<file path="config.mk">
export PLATFORM = sky130hd
export DESIGN_NAME = uart_rx_tx_ring_buffers_top
export DESIGN_NICKNAME = d
export VERILOG_FILES = /design/src/urtrb_pkg.sv /design/src/urtrb_front.sv /design/src/urtrb_back.sv /design/src/uart_rx_tx_ring_buffers_top.sv
export VERILOG_INCLUDE_DIRS = /design/src /design/src/src
export SDC_FILE = /design/constraint.sdc
export NUM_CORES = 2
export LEC_CHECK = 0
export BUFFER_PORTS_ARGS = -buffer_cell sky130_fd_sc_hd__buf_2
export CORE_MARGIN = 4
export CORE_UTILIZATION = 30
export CTS_CLUSTER_SIZE = 25
export DETAILED_ROUTE_END_ITERATION = 12
export PLACE_DENSITY = 0.49
export SLEW_MARGIN = 20
export SYNTH_ARGS = -nofsm -noshare
export SYNTH_HDL_FRONTEND = slang
export SYNTH_MEMORY_MAX_BITS = 65536
export SYNTH_SLANG_ARGS = --single-unit
export TNS_END_PERCENT = 30
</file>
<file path="constraint.sdc">
create_clock -name i_clk -period 17.3 [get_ports i_clk]
set_input_delay 2.595 -clock i_clk [delete_from_list [all_inputs] [get_ports i_clk]]
set_output_delay 2.595 -clock i_clk [all_outputs]
set_load 0.01 [all_outputs]
</file>
<file path="src/uart_rx_tx_ring_buffers_top_macros.svh">
// Assertion helpers shared by the ring buffer modules.
`ifndef UART_RX_TX_RING_BUFFERS_TOP_MACROS_SVH
`define UART_RX_TX_RING_BUFFERS_TOP_MACROS_SVH

// Same-cycle implication, off while reset is held.
`define URTRB_ASSERT_NOW(label, clk, rst_n, ante, cons, msg) \
    label: assert property (@(posedge clk) disable iff (!(rst_n)) (ante) |-> (cons)) \
        else $error(msg);

// Next-cycle implication, off while reset is held.
`define URTRB_ASSERT_NEXT(label, clk, rst_n, ante, cons, msg) \
    label: assert property (@(posedge clk) disable iff (!(rst_n)) (ante) |=> (cons)) \
        else $error(msg);

`endif

</file>
<file path="src/urtrb_pkg.sv">
`timescale 1ns / 1ps
package urtrb_pkg;

    localparam int RING_DEPTH_DEF = 256;
    localparam int LEVEL_W        = 9;
    localparam int CMDQ_DEPTH     = 2;

    localparam logic [1:0] OP_LINE_RX    = 2'd0;
    localparam logic [1:0] OP_HOST_READ  = 2'd1;
    localparam logic [1:0] OP_HOST_WRITE = 2'd2;
    localparam logic [1:0] OP_TX_READY   = 2'd3;

    localparam logic [7:0] CH_CR = 8'h0D;
    localparam logic [7:0] CH_LF = 8'h0A;

    typedef struct packed {
        logic [1:0] opcode;
        logic [7:0] data_in;
    } t_in_item;

    typedef struct packed {
        logic               read_valid;
        logic [7:0]         read_byte;
        logic               line_end;
        logic               send_valid;
        logic [7:0]         send_byte;
        logic               overflow;
        logic [LEVEL_W-1:0] rx_level;
        logic [LEVEL_W-1:0] tx_level;
    } t_out_item;

    // Decoded command handed from the front queue to the ring engine.
    typedef struct packed {
        logic [1:0] op;
        logic [7:0] data;
        logic       is_lf;
    } t_cmd;

endpackage

</file>
<file path="src/urtrb_front.sv">
`timescale 1ns / 1ps
`include "uart_rx_tx_ring_buffers_top_macros.svh"
module urtrb_front (
    input  logic              i_clk,
    input  logic              i_rst_n,
    input  logic              i_push,
    input  urtrb_pkg::t_in_item i_in_item,
    output logic              o_full,
    output logic              o_cmd_valid,
    output urtrb_pkg::t_cmd   o_cmd,
    input  logic              i_cmd_take
);
    import urtrb_pkg::*;

    localparam int QIDX_W = (CMDQ_DEPTH > 1) ? $clog2(CMDQ_DEPTH) : 1;
    localparam int QCNT_W = $clog2(CMDQ_DEPTH + 1);

    t_cmd              r_q [CMDQ_DEPTH];
    logic [QIDX_W-1:0] r_wr_idx;
    logic [QIDX_W-1:0] r_rd_idx;
    logic [QCNT_W-1:0] r_cnt;
    logic              push_ok;
    t_cmd              new_cmd;

    function automatic logic [QIDX_W-1:0] f_next(input logic [QIDX_W-1:0] p);
        return (p == QIDX_W'(CMDQ_DEPTH - 1)) ? '0 : p + 1'b1;
    endfunction

    assign o_full      = (r_cnt == QCNT_W'(CMDQ_DEPTH));
    assign o_cmd_valid = (r_cnt != '0);
    assign o_cmd       = r_q[r_rd_idx];
    assign push_ok     = i_push && !o_full;

    // Classify at entry: flag a line feed so the back end knows to queue CR first.
    always_comb begin
        new_cmd.op    = i_in_item.opcode;
        new_cmd.data  = i_in_item.data_in;
        new_cmd.is_lf = (i_in_item.data_in == CH_LF);
    end

    always_ff @(posedge i_clk) begin
        if (push_ok) begin
            r_q[r_wr_idx] <= new_cmd;
        end
    end

    always_ff @(posedge i_clk) begin
        if (!i_rst_n) begin
            r_wr_idx <= '0;
            r_rd_idx <= '0;
            r_cnt    <= '0;
        end else begin
            if (push_ok) begin
                r_wr_idx <= f_next(r_wr_idx);
            end
            if (i_cmd_take) begin
                r_rd_idx <= f_next(r_rd_idx);
            end
            case ({push_ok, i_cmd_take})
                2'b10:   r_cnt <= r_cnt + 1'b1;
                2'b01:   r_cnt <= r_cnt - 1'b1;
                default: r_cnt <= r_cnt;
            endcase
        end
    end

    `URTRB_ASSERT_NOW(a_take_nonempty, i_clk, i_rst_n, i_cmd_take, r_cnt != '0, "take from empty queue")
    `URTRB_ASSERT_NEXT(a_push_counts, i_clk, i_rst_n, push_ok && !i_cmd_take, r_cnt != '0, "push lost")
    `URTRB_ASSERT_NOW(a_cnt_bound, i_clk, i_rst_n, 1'b1, r_cnt <= QCNT_W'(CMDQ_DEPTH), "queue overfilled")

endmodule

</file>
<file path="src/urtrb_back.sv">
`timescale 1ns / 1ps
`include "uart_rx_tx_ring_buffers_top_macros.svh"
module urtrb_back #(
    parameter int RING_DEPTH = urtrb_pkg::RING_DEPTH_DEF
) (
    input  logic                 i_clk,
    input  logic                 i_rst_n,
    input  logic                 i_cmd_valid,
    input  urtrb_pkg::t_cmd      i_cmd,
    output logic                 o_cmd_take,
    input  logic                 i_pop,
    output logic                 o_empty,
    output urtrb_pkg::t_out_item o_out_item
);
    import urtrb_pkg::*;

    localparam int PTR_W = $clog2(RING_DEPTH);
    localparam int CNT_W = $clog2(RING_DEPTH + 1);

    localparam logic [1:0] ST_IDLE    = 2'd0;
    localparam logic [1:0] ST_RX_READ = 2'd1;
    localparam logic [1:0] ST_TX_READ = 2'd2;
    localparam logic [1:0] ST_TX_LF   = 2'd3;

    logic [7:0]       rx_mem [RING_DEPTH];
    logic [7:0]       tx_mem [RING_DEPTH];

    logic [1:0]       r_state, n_state;
    logic [PTR_W-1:0] r_rx_rptr, n_rx_rptr, r_rx_wptr, n_rx_wptr;
    logic [PTR_W-1:0] r_tx_rptr, n_tx_rptr, r_tx_wptr, n_tx_wptr;
    logic [CNT_W-1:0] r_rx_cnt, n_rx_cnt, r_tx_cnt, n_tx_cnt;
    logic [7:0]       r_rx_rdata, r_tx_rdata;
    logic             r_out_valid;
    t_out_item        r_out;

    logic             slot_free, start, load;
    logic             rx_we, rx_re, tx_we, tx_re;
    logic [7:0]       tx_wdata;
    t_out_item        res;

    function automatic logic [PTR_W-1:0] f_next(input logic [PTR_W-1:0] p);
        return (p == PTR_W'(RING_DEPTH - 1)) ? '0 : p + 1'b1;
    endfunction

    assign slot_free  = !r_out_valid || i_pop;
    assign start      = (r_state == ST_IDLE) && i_cmd_valid && slot_free;
    assign o_cmd_take = start;
    assign o_empty    = !r_out_valid;
    assign o_out_item = r_out;

    always_comb begin
        n_state   = r_state;
        n_rx_rptr = r_rx_rptr;
        n_rx_wptr = r_rx_wptr;
        n_rx_cnt  = r_rx_cnt;
        n_tx_rptr = r_tx_rptr;
        n_tx_wptr = r_tx_wptr;
        n_tx_cnt  = r_tx_cnt;
        rx_we     = 1'b0;
        rx_re     = 1'b0;
        tx_we     = 1'b0;
        tx_re     = 1'b0;
        tx_wdata  = i_cmd.data;
        load      = 1'b0;
        res       = '0;
        unique case (r_state)
            ST_IDLE: begin
                if (start) begin
                    unique case (i_cmd.op)
                        OP_LINE_RX: begin
                            load = 1'b1;
                            if (r_rx_cnt != CNT_W'(RING_DEPTH)) begin
                                rx_we     = 1'b1;
                                n_rx_wptr = f_next(r_rx_wptr);
                                n_rx_cnt  = r_rx_cnt + 1'b1;
                            end else begin
                                res.overflow = 1'b1;
                            end
                        end
                        OP_HOST_READ: begin
                            if (r_rx_cnt != '0) begin
                                rx_re   = 1'b1;
                                n_state = ST_RX_READ;
                            end else begin
                                load = 1'b1;
                            end
                        end
                        OP_HOST_WRITE: begin
                            if (i_cmd.is_lf) begin
                                if (r_tx_cnt <= CNT_W'(RING_DEPTH - 2)) begin
                                    tx_we     = 1'b1;
                                    tx_wdata  = CH_CR;
                                    n_tx_wptr = f_next(r_tx_wptr);
                                    n_tx_cnt  = r_tx_cnt + 1'b1;
                                    n_state   = ST_TX_LF;
                                end else begin
                                    load         = 1'b1;
                                    res.overflow = 1'b1;
                                end
                            end else begin
                                load = 1'b1;
                                if (r_tx_cnt != CNT_W'(RING_DEPTH)) begin
                                    tx_we     = 1'b1;
                                    n_tx_wptr = f_next(r_tx_wptr);
                                    n_tx_cnt  = r_tx_cnt + 1'b1;
                                end else begin
                                    res.overflow = 1'b1;
                                end
                            end
                        end
                        OP_TX_READY: begin
                            if (r_tx_cnt != '0) begin
                                tx_re   = 1'b1;
                                n_state = ST_TX_READ;
                            end else begin
                                load = 1'b1;
                            end
                        end
                        default: begin
                            load = 1'b1;
                        end
                    endcase
                end
            end
            ST_RX_READ: begin
                load           = 1'b1;
                res.read_valid = 1'b1;
                res.read_byte  = r_rx_rdata;
                res.line_end   = (r_rx_rdata == CH_CR) || (r_rx_rdata == CH_LF);
                n_rx_rptr      = f_next(r_rx_rptr);
                n_rx_cnt       = r_rx_cnt - 1'b1;
                n_state        = ST_IDLE;
            end
            ST_TX_READ: begin
                load           = 1'b1;
                res.send_valid = 1'b1;
                res.send_byte  = r_tx_rdata;
                n_tx_rptr      = f_next(r_tx_rptr);
                n_tx_cnt       = r_tx_cnt - 1'b1;
                n_state        = ST_IDLE;
            end
            ST_TX_LF: begin
                load      = 1'b1;
                tx_we     = 1'b1;
                tx_wdata  = CH_LF;
                n_tx_wptr = f_next(r_tx_wptr);
                n_tx_cnt  = r_tx_cnt + 1'b1;
                n_state   = ST_IDLE;
            end
            default: begin
                n_state = ST_IDLE;
            end
        endcase
        res.rx_level = LEVEL_W'(n_rx_cnt);
        res.tx_level = LEVEL_W'(n_tx_cnt);
    end

    always_ff @(posedge i_clk) begin
        if (rx_we) begin
            rx_mem[r_rx_wptr] <= i_cmd.data;
        end
        if (rx_re) begin
            r_rx_rdata <= rx_mem[r_rx_rptr];
        end
    end

    always_ff @(posedge i_clk) begin
        if (tx_we) begin
            tx_mem[r_tx_wptr] <= tx_wdata;
        end
        if (tx_re) begin
            r_tx_rdata <= tx_mem[r_tx_rptr];
        end
    end

    always_ff @(posedge i_clk) begin
        if (load) begin
            r_out <= res;
        end
    end

    always_ff @(posedge i_clk) begin
        if (!i_rst_n) begin
            r_state     <= ST_IDLE;
            r_rx_rptr   <= '0;
            r_rx_wptr   <= '0;
            r_rx_cnt    <= '0;
            r_tx_rptr   <= '0;
            r_tx_wptr   <= '0;
            r_tx_cnt    <= '0;
            r_out_valid <= 1'b0;
        end else begin
            r_state   <= n_state;
            r_rx_rptr <= n_rx_rptr;
            r_rx_wptr <= n_rx_wptr;
            r_rx_cnt  <= n_rx_cnt;
            r_tx_rptr <= n_tx_rptr;
            r_tx_wptr <= n_tx_wptr;
            r_tx_cnt  <= n_tx_cnt;
            if (load) begin
                r_out_valid <= 1'b1;
            end else if (i_pop) begin
                r_out_valid <= 1'b0;
            end
        end
    end

    `URTRB_ASSERT_NOW(a_rx_bound, i_clk, i_rst_n, 1'b1,
        r_rx_cnt <= CNT_W'(RING_DEPTH), "rx ring over depth")
    `URTRB_ASSERT_NOW(a_tx_bound, i_clk, i_rst_n, 1'b1,
        r_tx_cnt <= CNT_W'(RING_DEPTH), "tx ring over depth")
    `URTRB_ASSERT_NOW(a_take_slot, i_clk, i_rst_n, o_cmd_take,
        !r_out_valid || i_pop, "command taken with result slot busy")
    `URTRB_ASSERT_NEXT(a_lf_done, i_clk, i_rst_n, r_state == ST_TX_LF,
        r_state == ST_IDLE && r_out_valid, "CR LF pair not finished")

endmodule

</file>
<file path="src/uart_rx_tx_ring_buffers_top.sv">
`timescale 1ns / 1ps
// Buffered UART front end: a receive ring and a transmit ring behind two queue-style ports.
// Input channel: drive i_in_item and raise push; the transfer happens on a clock edge where
//   full is low. Opcodes: line byte received, host read, host write, transmitter ready.
// Result channel: while empty is low, o_out_item holds the oldest result; raise pop to take it.
//   Every item gives exactly one result, in order, carrying both ring levels after the step.
// A two-entry command queue sits in front of the ring engine, so items keep arriving while
//   a finished result waits to be taken.
// A line byte, a plain host write, or a read/tick on an empty ring finishes straight from
//   the idle state; a host read, a transmitter tick and a LF write (CR then LF) pass through
//   a further engine state (ring read or LF write) before its result loads.
// Throughput: one item per cycle for single-step operations while each result is popped; reads,
//   ticks and LF writes make the next item wait (registered ring read, single write per ring).
// Reset (synchronous, active low) clears pointers, counts, the command queue and the result
//   valid flag; ring contents and result data are not cleared and need no clearing pass.
// Receiver stall: the engine holds while a result is not popped; the command queue then
//   fills and full rises, back-pressuring the sender without losing anything.
// A full ring drops the byte and sets overflow; a LF write needs two free slots.
module uart_rx_tx_ring_buffers_top #(
    parameter int RING_DEPTH = urtrb_pkg::RING_DEPTH_DEF
) (
    input  logic                 i_clk,
    input  logic                 i_rst_n,
    input  logic                 push,
    input  urtrb_pkg::t_in_item  i_in_item,
    output logic                 full,
    output logic                 empty,
    input  logic                 pop,
    output urtrb_pkg::t_out_item o_out_item
);
    import urtrb_pkg::*;

    logic cmd_valid;
    logic cmd_take;
    t_cmd cmd;

    // Front end: accept, decode and queue commands.
    urtrb_front u_front (
        .i_clk       (i_clk),
        .i_rst_n     (i_rst_n),
        .i_push      (push),
        .i_in_item   (i_in_item),
        .o_full      (full),
        .o_cmd_valid (cmd_valid),
        .o_cmd       (cmd),
        .i_cmd_take  (cmd_take)
    );

    // Back end: ring memories, pointers, counts and the result register.
    urtrb_back #(
        .RING_DEPTH (RING_DEPTH)
    ) u_back (
        .i_clk       (i_clk),
        .i_rst_n     (i_rst_n),
        .i_cmd_valid (cmd_valid),
        .i_cmd       (cmd),
        .o_cmd_take  (cmd_take),
        .i_pop       (pop),
        .o_empty     (empty),
        .o_out_item  (o_out_item)
    );

endmodule

</file>
======== Word-level counts from Yosys, hierarchy flattened ========
Memory sizes are Yosys's and may differ from the RTL's. A register that Yosys moved wholly into a read port is not among the register bits.
Cells that the tools add are included.
storage, ports and cells
  register bits after elaboration ......... 95
  memory bits (writable) .................. 4118
  input port bits ......................... 14
  output and inout port bits .............. 40
  memories kept ........................... 3
operators by class
  add/sub/neg operators ................... 12
  $lt $le $gt $ge ......................... 1
  equal/unequal tests ..................... 27
  muxes and demuxes ....................... 76
  reductions and logical operators ........ 20
memory list
  name           depth  width  rd ports  clocked after Yosys merged registers in  write ports  line               source
  u_back.rx_mem  256    8      1         1                                        1            urtrb_back.sv:25   logic [7:0] rx_mem [RING_DEPTH];
  u_back.tx_mem  256    8      1         1                                        1            urtrb_back.sv:26   logic [7:0] tx_mem [RING_DEPTH];
  u_front.r_q    2      11     1         1                                        1            urtrb_front.sv:18  t_cmd r_q [CMDQ_DEPTH];
operator list
  cell                 number
  $mux 8               13
  $mux 9               9
  $mux 1               37
  $add 8x1->8 const B  4
  $eq 8x8->1 const B   4
  $pmux 8 s2           2
  $pmux 9 s3           1
  $eq 8x4->1 const B   3
  $add 9x1->9 const B  2
  $ne 3x3->1 const B   6
  $ne 9x9->1 const B   2
  $pmux 9 s2           1
  $reduce_bool 9->1    2
  $sub 9x1->9 const B  2
  $eq 2x2->1 const B   6
  $mux 10              1
  $mux 2               5
  $le 9x8->1 const B   1
  $pmux 2 s2           2
  $reduce_bool 2->1    4
  $eq 2x1->1 const B   3
  $pmux 1 s2           3
  $pmux 2 s3           1
  $reduce_and 6->1     1
  14 further kinds     21

======== Depth between registers and ports, before layout ========
  depth in word-level cells ............... 8
  mapped depth ............................ 13
  mapped depth without buffers ............ 8

======== Hierarchy ========
A second synthesis with hierarchy kept.
second synthesis, totals
  cells, all modules ...................... 8020
  area, all modules ....................... 165122.1 µm²
by module, submodules not included
  module       instances  cells an instance  area each (µm²)
  urtrb_back   1          7958               164078.6
  urtrb_front  1          62                 1043.5

======== Least setup slack after synthesis ========
No wires, ideal clock.
  path kind ............................... input to register
  from .................................... input pop
  to ...................................... memory u_back.tx_mem[0][1], data pin
  arrival time ............................ 13.290 ns
  slack ................................... 1.822 ns
  stages .................................. 5
  cell sequence ........................... nor2b_1 nor4_4 nand2_1 o21ai_0 o21ai_0
on the way
  longest elaborated chain between the ends .. 4
RTL lines
  what                    line                               source
  start: declaration      uart_rx_tx_ring_buffers_top.sv:28  input logic pop,
  $logic_or 1x1->1        urtrb_back.sv:45                   assign slot_free = !r_out_valid || i_pop;
  $logic_and 1x1->1       urtrb_back.sv:46                   assign start = (r_state == ST_IDLE) && i_cmd_valid && slot_free;
  $mux 8                  urtrb_back.sv:68                   if (start) begin
  $pmux 8 s2              urtrb_back.sv:66                   unique case (r_state)
  net u_back.tx_wdata[1]  urtrb_back.sv:38                   logic [7:0] tx_wdata;
  end: declaration        urtrb_back.sv:26
The timed path passes the listed nets, and every way through them passes these cells.

==> metrics list <==
- Share of total power in the clock network: 0.342
- Final clock skew: 0.0815 ns
- Final wirelength: 486000 um
- Number of vias in the routed layout: 82400
- In this run the tightest slew margin relative to its limit is 0.220.
* Global routing met2 resource utilization: 0.274
* Aggregate global routing overflow: 0
- Synth area leader: edfxtp_1
* Detailed-router iteration count before antenna repair: 6
- The count of pins over their slew limit came to 0.
- Syn Std Cell Area: 165000 um^2
* Met3 usage in global routing: 0.0264
- Sinks on Clock Net: 4230
- Setup repair after global routing left no endpoint under its margin.
- At the worst endpoint, the arrival time is 6.98 ns.
- Leak: 55.1 nW
* Count of final hold-check violations: 0
* Vias in the first global route: 83800
- The number of hold buffers added after CTS was 0.
* Height of the die: 749 um
- Area of the multi-input gates: 36400 um^2
- Violation count after the first detailed-routing iteration: 9417
* Clock insertion delay at the later pin of the skew report: 1.03 ns
- The most common cell in the synthesized netlist is edfxtp_1.
- Counting instances, the worst hold path has a depth of 2.
- Setup violations remaining at the end of the flow were counted as 0.
- TritonCTS Buffers: 421
- Run status: finished clean
- In this run the horizontal extent of the chip is 749 um.
- The first global-routing pass estimated 679000 um of wire.
* Antenna violations before repair: 21
- The count of buffers added on input and output ports is 53.
* Post-CTS clock slew at the launch and capture registers of the worst setup and hold paths: 0.07 ns
- The tree is rooted in a clkbuf_16.
* Share of flip-flops with an asynchronous set or reset: 0
- In the finished design, the share of the clock period the worst path needs comes to 0.362.
- In this run, synthesis inferred 4172 flip-flops with an integrated enable.
* Worst-case reg-to-reg path depth: 10
- Smallest hold slack: 0.499 ns
- Sequential element share of the synthesized area: 0.768
- Largest fanout on the critical path: 41
- Relative to the synthesized area, the layout overhead comes to 14.1%.
* Flop pwr share: 0.481
- Number of instances resized during post-cts repair: 0
- The setup path with the least slack is of type register to register.
* Most frequent cells after synthesis: edfxtp_1, mux4_2, nor2_1
- The netlist uses 80 different library cells.
- In the global route stage, met1 resource usage came out at 0.235.
- Of the total power, the share spent switching nets is 0.280.
* Setup ws final: 11.03 ns
* Mean cell area of the mapped netlist: 20.6 um^2
* Required arrival time at the worst endpoint: 18.01 ns
* Boundary pin count: 54
* Ranking of synthesized cells by area: edfxtp_1, mux4_2, mux2i_1
* Routability-driven placement congestion ratio: 0.808
* Power density over the cells: 146 nW/um^2
- Min Tclk post-route: 6.27 ns
- Type of element capturing the critical path: register
* Die outline area: 561000 um^2
- The share of total power dissipated in combinational logic is 0.177.
- Detail-routed net length per standard cell: 30.8 um
* H-tree levels: 5
- After routing the design area is 188000 um^2.
- Half-perimeter wire length of the detailed placement result: 286000 um
- Count of antenna-violating nets left after detailed routing: 0
* Share of cells above drive strength 1: 0.226
- Final routed DRC violation total: 0
* Mapped Nets: 8049
* Number of max-capacitance violations reported: 0
* Total core area: 546000 um^2
* Area share of the largest cell type after synthesis: 0.761
- Total Routing Usage GR: 0.168
- After clock tree synthesis, the setup repair step added 0 buffers.
- At the placement stage, the worst setup path has a slack of 10.14 ns.
- In this run, synthesis produced a sequential element count of 4230.
- In this run the core area contains 271 standard-cell rows.
- Area of placed instances: 174000 um^2
- The analysis attributes to net switching a power of 7.67 mW.
- Registers take 126000 um^2.
- Worst voltage drop across the vdd grid: 245 uV
- Hold/Removal Path Class: register to register
- Warnings, synthesis: 0
* Routed via count divided by cell count: 5.22
- Internal power comes to 19.7 mW.
- In the final timing run, aggregate negative setup slack is 0 ns.
* Most congested layer reported by global routing: met2
* Largest net degree at the start of global routing: 154
- Filler cell count in the final layout: 50700
* Peak clock frequency supported by timing: 159 MHz
* Crit path launch type: register
- The net count of the finished layout is 8229.
- Number of instances in the synthesized netlist: 8014
- Clock tree from TritonCTS: yes
- Initial core utilization: 0.302
- Pin slew with the least headroom to its limit: 1.15 ns
- Clk buf depth: 4
- The most used flip-flop cell after synthesis is edfxtp_1.
-- cell families (layout without fill, tap and decap cells) --
group / Yosys count / count (layout) / synth area share
AO/OA/AOI/OAI: 733 / 733 / 0.0324
XOR/XNOR: 38 / 38 / 0.00202
adder cells (fa/ha/maj): 21 / 21 / 0.00160
buffers and inverters: 524 / 1071 / 0.0145
flip-flops: 4230 / 4230 / 0.768
multiplexers: 1326 / 1326 / 0.152
other: 0 / 1 / 0
AND/OR/NAND/NOR: 1142 / 1142 / 0.0302
-- registers in the layout, indices dropped and copies added (netlist names), 8 cells and up, named ones only --
| name | flops |
|---|---|
| u_back.r_tx_rdata | 8 |
| u_back.r_rx_cnt | 9 |
| u_back.r_rx_rdata | 8 |
| u_back.r_rx_wptr | 8 |
| u_back.rx_mem | 2048 |
| u_back.tx_mem | 2048 |
| u_back.r_tx_wptr | 8 |
| u_back.r_rx_rptr | 8 |
| u_back.o_out_item | 38 |
| u_back.r_tx_cnt | 9 |
| u_front.r_q | 22 |
| u_back.r_tx_rptr | 8 |
-- stage by stage --
stage                     std cells   util  power [mW]
final                         15800  0.344        27.4
after global routing          15800  0.344        28.4
after CTS                     15800  0.344        27.7
after detailed placement      15000  0.319        18.4
after global placement        15000  0.319        18.3
after floorplan                8014      -        16.6
-- worst max-delay path, cell delays in order, from the launching register on --
cell	delay, ns
dfxtp_4	0.74
buf_4	0.70
buf_4	0.69
buf_4	0.78
buf_4	0.72
mux4_2	0.59
mux2_2	0.30
a221oi_1	0.86
o21bai_1	0.23
nand4_1	0.16
o41ai_1	0.09
-- cell usage in the layout, fill, tap and decap left out, types with 61 or more instances in the layout --
cell type  instances
clkbuf_16        425
mux2i_1          339
a22oi_1           90
nor2_1           607
mux4_2           932
clkinv_2          74
o22ai_1           85
edfxtp_1        4172
a21oi_1           99
clkbuf_1          93
o21ai_0           65
buf_4            175
o221ai_1          61
nand2_1          239
clkinv_1          87
a211oi_1          62
-- metal layers --
metal | vias up | wire length, um
met5 | - | 54
met4 | 8 | 13200
met3 | 655 | 31600
met2 | 3240 | 234000
met1 | 44900 | 207000
li1 | 33700 | -
-- layout make-up --
class | instances | share of cell area
inverter | 36 | 0.000865
sequential | 4230 | 0.673
tap | 7234 | 0.0481
multi-input combinational | 3260 | 0.193
clock inverter | 265 | 0.0158
clock buffer | 525 | 0.0589
timing repair buffer | 245 | 0.0102
antenna | 1 | 0.0000133
-- path summary, 6_finish.rpt --
kind                  startpoint              endpoint  slack (ns)
min            u_back.r_state[1]     u_back.r_state[1]        0.50
max reg2reg  u_back.r_rx_rptr[0]  u_back.r_rx_rdata[7]       11.03
max          u_back.r_rx_rptr[0]  u_back.r_rx_rdata[7]       11.03
min reg2reg    u_back.r_state[1]     u_back.r_state[1]        0.50
-- power groups by stage --
| stage | logic (mW) | clock network, mW | registers, mW |
|---|---|---|---|
| 6_report | 4.85 | 9.38 | 13.2 |
| 2_1_floorplan | 2.66 | 0 | 13.9 |
| 3_3_place_gp | 4.93 | 0 | 13.4 |
| 3_5_place_dp | 5.00 | 0 | 13.4 |
| 5_1_grt | 5.20 | 10.0 | 13.2 |
| 4_1_cts | 4.99 | 9.54 | 13.2 |
No activity file was read; power rests on OpenSTA's default activity.
